<file path="src/rtl/comment_aware_line_counter_macros.svh">
// Assertion macros shared by the line counter RTL.
`ifndef COMMENT_AWARE_LINE_COUNTER_MACROS_SVH
`define COMMENT_AWARE_LINE_COUNTER_MACROS_SVH

// Same-cycle implication, sampled on clk and disabled while rst_n is low.
`define CLC_ASSERT_SAME(label, ante, cons) \
  label: assert property (@(posedge clk) disable iff (!rst_n) (ante) |-> (cons)) \
    else $error("line counter check failed");

// Next-cycle implication, sampled on clk and disabled while rst_n is low.
`define CLC_ASSERT_NEXT(label, ante, cons) \
  label: assert property (@(posedge clk) disable iff (!rst_n) (ante) |=> (cons)) \
    else $error("line counter check failed");

`endif

</file>
<file path="src/rtl/clc_pkg.sv">
`timescale 1ns / 1ps
package clc_pkg;

  localparam int COUNT_WIDTH = 32;
  localparam int OUT_WIDTH   = 32;

  typedef logic [COUNT_WIDTH-1:0] count_t;
  localparam count_t COUNT_MAX = '1;

  typedef enum logic [2:0] {
    PH_NORMAL     = 3'd0,
    PH_SLASH      = 3'd1,
    PH_BLOCK      = 3'd2,
    PH_BLOCK_STAR = 3'd3,
    PH_DASH       = 3'd4,
    PH_LINE       = 3'd5
  } phase_t;

  typedef logic [2:0] style_t;
  localparam style_t STYLE_NONE  = 3'd0;
  localparam style_t STYLE_PIPE  = 3'd1;
  localparam style_t STYLE_BLOCK = 3'd2;
  localparam style_t STYLE_HASH  = 3'd3;
  localparam style_t STYLE_DASH  = 3'd4;

  localparam int CFG_INDEX_WIDTH = 1;
  localparam int CFG_DATA_WIDTH  = 3;
  localparam logic [CFG_INDEX_WIDTH-1:0] CFG_COMMENT_STYLE = 1'd0;
  localparam logic [CFG_INDEX_WIDTH-1:0] CFG_SKIP_BLANK    = 1'd1;

  localparam logic [7:0] CH_NL    = 8'h0A;
  localparam logic [7:0] CH_PIPE  = 8'h7C;
  localparam logic [7:0] CH_HASH  = 8'h23;
  localparam logic [7:0] CH_SLASH = 8'h2F;
  localparam logic [7:0] CH_STAR  = 8'h2A;
  localparam logic [7:0] CH_DASH  = 8'h2D;
  localparam logic [7:0] CH_SPACE = 8'h20;
  localparam logic [7:0] CH_TAB   = 8'h09;
  localparam logic [7:0] CH_CR    = 8'h0D;

  typedef struct packed {
    logic       valid;
    logic [7:0] char_byte;
    logic       end_of_file;
  } step_t;

  typedef struct packed {
    count_t file_lines;
    logic   open_comment;
  } report_t;

  function automatic logic is_blank_byte(logic [7:0] c);
    return ((c >= CH_TAB) && (c <= CH_CR)) || (c == CH_SPACE);
  endfunction

endpackage

</file>
<file path="src/rtl/clc_if.sv">
`timescale 1ns / 1ps
interface clc_byte_if;
  logic       valid;
  logic       ready;
  logic [7:0] char_byte;
  logic       end_of_file;

  modport source (output valid, output char_byte, output end_of_file, input ready);
  modport sink (input valid, input char_byte, input end_of_file, output ready);
endinterface

interface clc_result_if;
  logic        valid;
  logic        ready;
  logic [31:0] line_count;
  logic [31:0] total_count;
  logic        open_comment;

  modport source (output valid, output line_count, output total_count,
                  output open_comment, input ready);
  modport sink (input valid, input line_count, input total_count,
                input open_comment, output ready);
endinterface

</file>
<file path="src/rtl/clc_scan.sv">
`timescale 1ns / 1ps
module clc_scan (
  input  logic            clk,
  input  logic            rst_n,
  input  clc_pkg::step_t  step,
  input  clc_pkg::style_t comment_style,
  input  logic            skip_blank,
  output clc_pkg::report_t report
);
  import clc_pkg::*;

  phase_t phase_r, phase_nxt;
  logic   nonblank_r, nonblank_nxt;
  count_t file_lines_r, file_lines_nxt;

  logic [7:0] c;
  logic       nb_mid;
  logic       do_normal;
  logic       do_text;

  assign c = step.char_byte;

  always_comb begin
    phase_nxt      = phase_r;
    nonblank_nxt   = nonblank_r;
    file_lines_nxt = file_lines_r;
    nb_mid         = nonblank_r;
    do_normal      = 1'b0;
    do_text        = 1'b0;

    unique case (phase_r)
      PH_SLASH: begin
        if (c == CH_STAR) begin
          phase_nxt = PH_BLOCK;
        end else begin
          nb_mid    = 1'b1;
          do_normal = 1'b1;
        end
      end
      PH_BLOCK: begin
        if (c == CH_STAR) begin
          phase_nxt = PH_BLOCK_STAR;
        end
      end
      PH_BLOCK_STAR: begin
        if (c == CH_SLASH) begin
          phase_nxt = PH_NORMAL;
        end else if (c != CH_STAR) begin
          phase_nxt = PH_BLOCK;
        end
      end
      PH_DASH: begin
        if (c == CH_DASH) begin
          phase_nxt = PH_LINE;
        end else begin
          nb_mid    = 1'b1;
          do_normal = 1'b1;
        end
      end
      PH_LINE: begin
        if (c == CH_NL) begin
          phase_nxt = PH_NORMAL;
          do_text   = 1'b1;
        end
      end
      default: begin
        do_normal = 1'b1;
      end
    endcase

    nonblank_nxt = nb_mid;

    if (do_normal) begin
      phase_nxt = PH_NORMAL;
      priority if (comment_style == STYLE_PIPE && c == CH_PIPE) begin
        phase_nxt = PH_LINE;
      end else if (comment_style == STYLE_BLOCK && c == CH_SLASH) begin
        phase_nxt = PH_SLASH;
      end else if (comment_style == STYLE_HASH && c == CH_HASH) begin
        phase_nxt = PH_LINE;
      end else if (comment_style == STYLE_DASH && c == CH_DASH) begin
        phase_nxt = PH_DASH;
      end else begin
        do_text = 1'b1;
      end
    end

    if (do_text) begin
      if (c == CH_NL) begin
        if ((!skip_blank || nb_mid) && (file_lines_r != COUNT_MAX)) begin
          file_lines_nxt = file_lines_r + 1'b1;
        end
        nonblank_nxt = 1'b0;
      end else if (!is_blank_byte(c)) begin
        nonblank_nxt = 1'b1;
      end
    end

    if (step.end_of_file) begin
      phase_nxt      = PH_NORMAL;
      nonblank_nxt   = 1'b0;
      file_lines_nxt = '0;
    end
  end

  always_ff @(posedge clk) begin
    if (!rst_n) begin
      phase_r      <= PH_NORMAL;
      nonblank_r   <= 1'b0;
      file_lines_r <= '0;
    end else if (step.valid) begin
      phase_r      <= phase_nxt;
      nonblank_r   <= nonblank_nxt;
      file_lines_r <= file_lines_nxt;
    end
  end

  assign report.file_lines   = file_lines_r;
  assign report.open_comment = (phase_r == PH_BLOCK) || (phase_r == PH_BLOCK_STAR) ||
                               (phase_r == PH_LINE);

endmodule

</file>
<file path="src/rtl/comment_aware_line_counter.sv">
`timescale 1ns / 1ps
// Counts newline-terminated lines of a byte stream, one byte per word, with optional
// blank-line skipping and comment stripping. A word with end_of_file set closes the
// file and yields one result word carrying that file's count, the saturating running
// total and an open-comment flag. The block takes one word every cycle: each byte is
// registered, and as it leaves the input register the scanner updates its phase and
// counters while the result register loads, so a result word passes through the input
// register and then the result register. Only an end-of-file word can stall, and only
// while the result register holds a word not yet taken.
// Configuration should be written while no word is in flight.
module comment_aware_line_counter (
  input  logic                                 clk,
  input  logic                                 rst_n,
  clc_byte_if.sink                             in_if,
  clc_result_if.source                         out_if,
  input  logic                                 cfg_we,
  input  logic [clc_pkg::CFG_INDEX_WIDTH-1:0]  cfg_index,
  input  logic [clc_pkg::CFG_DATA_WIDTH-1:0]   cfg_wdata
);
  import clc_pkg::*;

  `include "comment_aware_line_counter_macros.svh"

  style_t style_r;
  logic   skip_r;

  logic       in_v_r;
  logic [7:0] in_byte_r;
  logic       in_eof_r;

  logic        out_v_r;
  logic [31:0] out_line_r;
  logic [31:0] out_total_r;
  logic        out_open_r;

  count_t  all_lines_r, all_lines_nxt;
  logic [COUNT_WIDTH:0] sum;

  logic    out_free;
  logic    advance;
  logic    emit;
  step_t   step;
  report_t rep;

  assign out_free = !out_v_r || out_if.ready;
  assign advance  = in_v_r && (!in_eof_r || out_free);
  assign emit     = advance && in_eof_r;
  assign in_if.ready = !in_v_r || advance;

  assign step.valid       = advance;
  assign step.char_byte   = in_byte_r;
  assign step.end_of_file = in_eof_r;

  clc_scan u_scan (
    .clk           (clk),
    .rst_n         (rst_n),
    .step          (step),
    .comment_style (style_r),
    .skip_blank    (skip_r),
    .report        (rep)
  );

  always_comb begin
    sum = {1'b0, all_lines_r} + {1'b0, rep.file_lines};
    if (sum[COUNT_WIDTH]) begin
      all_lines_nxt = COUNT_MAX;
    end else begin
      all_lines_nxt = sum[COUNT_WIDTH-1:0];
    end
  end

  always_ff @(posedge clk) begin
    if (!rst_n) begin
      style_r <= STYLE_NONE;
      skip_r  <= 1'b0;
    end else if (cfg_we) begin
      unique case (cfg_index)
        CFG_COMMENT_STYLE: style_r <= cfg_wdata;
        CFG_SKIP_BLANK:    skip_r  <= cfg_wdata[0];
        default: ;
      endcase
    end
  end

  always_ff @(posedge clk) begin
    if (!rst_n) begin
      in_v_r <= 1'b0;
    end else if (in_if.ready) begin
      in_v_r <= in_if.valid;
    end
    if (in_if.ready && in_if.valid) begin
      in_byte_r <= in_if.char_byte;
      in_eof_r  <= in_if.end_of_file;
    end
  end

  always_ff @(posedge clk) begin
    if (!rst_n) begin
      out_v_r     <= 1'b0;
      all_lines_r <= '0;
    end else begin
      if (emit) begin
        out_v_r     <= 1'b1;
        all_lines_r <= all_lines_nxt;
      end else if (out_if.ready) begin
        out_v_r <= 1'b0;
      end
    end
    if (emit) begin
      out_line_r  <= OUT_WIDTH'(rep.file_lines);
      out_total_r <= OUT_WIDTH'(all_lines_nxt);
      out_open_r  <= rep.open_comment;
    end
  end

  assign out_if.valid        = out_v_r;
  assign out_if.line_count   = out_line_r;
  assign out_if.total_count  = out_total_r;
  assign out_if.open_comment = out_open_r;

  `CLC_ASSERT_SAME(a_total_covers_file, out_v_r, out_total_r >= out_line_r)
  `CLC_ASSERT_NEXT(a_eof_clears_file, emit, rep.file_lines == '0 && !rep.open_comment)
  `CLC_ASSERT_NEXT(a_total_monotonic, rst_n, all_lines_r >= $past(all_lines_r))

endmodule
</file>
<file path="src/flat_wrapper.sv">
// flat-port wrapper written by rule: the top's interface ports become plain ports
module comment_aware_line_counter_flat import clc_pkg::*;
  (clk, rst_n, cfg_we, cfg_index, cfg_wdata, in_if_valid, in_if_char_byte, in_if_end_of_file, in_if_ready, out_if_valid, out_if_line_count, out_if_total_count, out_if_open_comment, out_if_ready);
  clc_byte_if in_if_i ();
  clc_result_if out_if_i ();
  input  logic clk;
  input  logic rst_n;
  input  logic cfg_we;
  input  logic [clc_pkg::CFG_INDEX_WIDTH-1:0] cfg_index;
  input  logic [clc_pkg::CFG_DATA_WIDTH-1:0] cfg_wdata;
  input wire logic [$bits(in_if_i.valid)-1:0] in_if_valid;
  input wire logic [$bits(in_if_i.char_byte)-1:0] in_if_char_byte;
  input wire logic [$bits(in_if_i.end_of_file)-1:0] in_if_end_of_file;
  output wire logic [$bits(in_if_i.ready)-1:0] in_if_ready;
  output wire logic [$bits(out_if_i.valid)-1:0] out_if_valid;
  output wire logic [$bits(out_if_i.line_count)-1:0] out_if_line_count;
  output wire logic [$bits(out_if_i.total_count)-1:0] out_if_total_count;
  output wire logic [$bits(out_if_i.open_comment)-1:0] out_if_open_comment;
  input wire logic [$bits(out_if_i.ready)-1:0] out_if_ready;
  assign in_if_i.valid = in_if_valid;
  assign in_if_i.char_byte = in_if_char_byte;
  assign in_if_i.end_of_file = in_if_end_of_file;
  assign in_if_ready = in_if_i.ready;
  assign out_if_valid = out_if_i.valid;
  assign out_if_line_count = out_if_i.line_count;
  assign out_if_total_count = out_if_i.total_count;
  assign out_if_open_comment = out_if_i.open_comment;
  assign out_if_i.ready = out_if_ready;
  comment_aware_line_counter u_core (.clk(clk), .rst_n(rst_n), .in_if(in_if_i), .out_if(out_if_i), .cfg_we(cfg_we), .cfg_index(cfg_index), .cfg_wdata(cfg_wdata));
endmodule
</file>
<file path="config.mk">
export PLATFORM = sky130hd
export DESIGN_NAME = comment_aware_line_counter_flat
export DESIGN_NICKNAME = d
export VERILOG_FILES = /design/src/rtl/clc_pkg.sv /design/src/rtl/clc_if.sv /design/src/rtl/clc_scan.sv /design/src/rtl/comment_aware_line_counter.sv /design/src/flat_wrapper.sv
export VERILOG_INCLUDE_DIRS = /design/src /design/src/rtl
export SDC_FILE = /design/constraint.sdc
export NUM_CORES = 1
export LEC_CHECK = 0
export ABC_CLOCK_PERIOD_IN_PS = 11500
export BUFFER_PORTS_ARGS = -buffer_cell sky130_fd_sc_hd__buf_2
export CAP_MARGIN = 10
export CORE_MARGIN = 2
export CORE_UTILIZATION = 45
export CTS_BUF_LIST = sky130_fd_sc_hd__clkbuf_8 sky130_fd_sc_hd__clkbuf_16
export DETAILED_ROUTE_END_ITERATION = 12
export GPL_ROUTABILITY_DRIVEN = 1
export SYNTH_ARGS = -nofsm -noshare
export SYNTH_HDL_FRONTEND = slang
export SYNTH_SLANG_ARGS = --single-unit
export TNS_END_PERCENT = 10
</file>
<file path="constraint.sdc">
create_clock -name clk -period 11.5 [get_ports clk]
set_input_delay 2.875 -clock clk [delete_from_list [all_inputs] [get_ports clk]]
set_output_delay 2.875 -clock clk [all_outputs]
set_load 0.02 [all_outputs]
</file>
==> flow_metrics.tcl <==
set metrics [dict create \
    rows 47 \
    path_class "input port to primary output" \
    die_w_um 135.0 \
    slowest_stage "nor2b_1" \
    synth_top_family_by_area "simple AND/OR/NAND/NOR gates" \
    peakVddDrop_mv 0.1030 \
    dieArea_um2 18210 \
    cts_sinks 148 \
    drt_iter0_markers 330 \
    p_leak_nw 3.412 \
    tightest_slew_ns 1.105 \
    power_mw 1.196 \
    antenna_found_initial 0 \
    grt_pass1_wl_um 29530 \
    final_cell_area_um2 8840 \
    netlist_instances 785 \
    start_kind "input port" \
    drc 0 \
    r2r_cells 10 \
    outcome "complete, no violations" \
    syn_area_per_cell_um2 9.831 \
    port_buffers 84 \
    overflow 0 \
    post-cts-setup-buffers 0 \
    tns_ns 0 \
    min_path_type "flop to flop" \
    power_per_cell_area_nw_per_um2 135.3 \
    synth_xor_area_frac 0.05901 \
    grt_setup_unrepaired "false" \
    clkLatencyLatePin_ns 0.43 \
    grtUsageTotal 0.2062 \
    synth_area_leader_cell "edfxtp_1" \
    synthAdderAreaFrac 0.05772 \
    period_minus_slack_ns 6.490 \
    syn-cell-area_um2 7717 \
    ctsHoldBuffers 0 \
    finalWorstSetupSlack_ns 5.010 \
    io_pins 85 \
    synthMuxAreaShare 0.01232 \
    drtPass1Iterations 4 \
    fillCellCount 1490 \
    synth_top_area_frac 0.2879 \
    gp_congestion 0.9597 \
    hold_violations 0 \
    syn2layout_area_growth_pct 14.54 \
    cts_made_buffers 17 \
    yosysSeqAreaShare 0.4799 \
    drv_cap 0 \
    worst_clock_skew_ns 0.01066 \
    max_freq_mhz 154.1 \
    antenna_cells 0 \
    clk_pin_slew_worst_paths_ns 0.06 \
    final_antenna_net_count 0 \
    drive_gt1_frac 0.1638 \
    hold_path_depth 2 \
    die_h_um 135.0 \
    post_drt_via_cell_ratio 5.662 \
    synth_seq_cells 148 \
    endpoint_kind "primary output" \
    clk_path_buf_depth 2 \
    pre_cts_ws_ns 5.044 \
    cp_common_cell "buf_2" \
    maxSlewViolCount 0 \
    grt_pass1_vias 5958 \
    htree_levels 4 \
    synth_flop_cell "edfxtp_1" \
    critPathMaxFanout 5 \
    dpl.hpwl_um 12580 \
    synth-edff-count 74 \
    postPlaceCellArea_um2 8274 \
    synth_compound_area_frac 0.1535 \
    slew_headroom 0.2609 \
    crit_required_ns 8.63 \
    synth_fp_nets 838 \
    timing.hold.ws_ns 0.4706 \
    wl_per_cell_um 16.60 \
    num_vias 6155 \
    drt-total-wl_um 18040 \
    synth_area_leaders "edfxtp_1 (29%), dfxtp_1 (19%), ha_1 (5.5%), a21oi_1 (3.8%), xor2_1 (3.7%)" \
    path_cells "buf_2, nor2b_1, nand3_1, buf_2" \
    slowest_delay_ns 0.29 \
    cts_resized 0 \
    nets 907 \
    ys_types 72 \
    ys.warnings.count 0 \
    cp_data_arrival_time_ns 3.62 \
    start_util 0.4621 \
    grt_max_degree 64 \
    final-setup-viol-count 0 \
    synthArstFlopShare 0 \
    clock-root-buffer "clkbuf_16" \
    synthSimpleGateAreaFrac 0.2096 \
    finalCritPeriodShare 0.5644 \
    cts_tree "yes" \
    core_area_um2 16700 \
]
==> logic make-up after synthesis <==
kind of cell | count (synthesis)
AO/OA/AOI/OAI | 175
XOR/XNOR | 52
adder cells (fa/ha/maj) | 35
buffers and inverters | 51
flip-flops | 148
multiplexers | 9
AND/OR/NAND/NOR | 315
==> routing by layer <==
layer	up-vias	wire length, um	GRT usage
met4	0	635	0.09664
met5	-	0	0
li1	3055	-	-
met2	173	8010	0.3226
met3	46	889	0.04542
met1	2881	8507	0.2732
==> sequential cells by signal, summed over array words and instances (netlist names), 3 cells and up <==
| register | flops |
|---|---|
| u_core.style_r | 3 |
| u_core.all_lines_r | 32 |
| u_core.u_scan.phase_r | 3 |
| u_core.out_if.line_count | 32 |
| u_core.u_scan.file_lines_r | 32 |
| u_core.in_byte_r | 8 |
| u_core.out_if.total_count | 32 |
==> placed cells by master, fill, tap and decap left out, types with 4 or more instances in the layout <==
cell type  netlist  layout
a21o_1          11      11
o211ai_1         4       4
nand3_1         25      25
nor3b_1          6       6
nor3_1          37      37
xnor2_1         19      19
a21oi_1         59      59
and4_1           4       4
dfxtp_1         74      74
nor2_1          73      73
ha_1            34      34
or3_1            4       4
a211oi_1         7       7
a31oi_1          6       6
buf_2           13      84
edfxtp_1        74      74
nand4_1         26      26
or4_1            5       5
nand2b_1        21      21
xor2_1          33      33
mux2i_1          8       8
nor2b_1          7       7
o21a_1           5       5
and3_1          12      12
inv_1           14      13
and2_1           5       5
o21ai_0         36      36
o21bai_1         4       4
nand2_1         66      66
clkinv_2         0       5
clkbuf_16        0      17
o31ai_1          6       6
==> metrics by stage <==
stage | instances | utilization
floorplan | 785 | -
global placement | 1055 | 0.4954
detailed placement | 1055 | 0.4954
CTS | 1087 | 0.5293
global route | 1087 | 0.5293
finish | 1087 | 0.5293
==> layout make-up <==
type,instances,area [um^2],share of cell area
Sequential cell,148,3704,0.4190
Inverter,14,53.80,0.006086
Tap cell,220,275.3,0.03114
Multi-Input combinational cell,586,3799,0.4297
Clock buffer,17,425.4,0.04812
Clock inverter,15,140.1,0.01585
Timing Repair Buffer,87,442.9,0.05011
==> worst paths after layout <==
kind	startpoint	endpoint	slack (ns)
setup / recovery	out_if_ready	in_if_ready	5.01
hold / removal	u_core.skip_r	u_core.skip_r	0.47
setup reg to reg	u_core.u_scan.file_lines_r[0]	u_core.all_lines_r[28]	7.45
hold reg to reg	u_core.skip_r	u_core.skip_r	0.47
==> worst max-delay path: cells and delay by family <==
family	cells	cell delay [ns]
buffers and inverters	2	0.29
AND/OR/NAND/NOR	2	0.44
==> where the power goes <==
group	switching, mW	internal (mW)	leakage, nW
Sequential	0.00943	0.571	1.25
Clock	0.221	0.316	0.271
Combinational	0.0515	0.0277	1.89
==> cells in the mapped netlist, drive strengths merged (4+ instances only) <==
cell type and instances:
a21o 11, a21oi 60, nand4 26, nand3 27, mux2i 8, or4 5, o31ai 6, or3 5
o21bai 4, inv 14, xor2 33, xnor2 19, a31oi 8, dfxtp 74, edfxtp 74, and3 12
ha 34, buf 14, o211ai 4, clkbuf 23, o21ai 39, a21boi 4, nor2b 7, o21a 5
or2 4, nor3b 7, nor3 37, a211oi 7, nand2b 21, and4 4, and2 5, nand2 67
nor2 75
No activity file was read; power rests on OpenSTA's default activity.
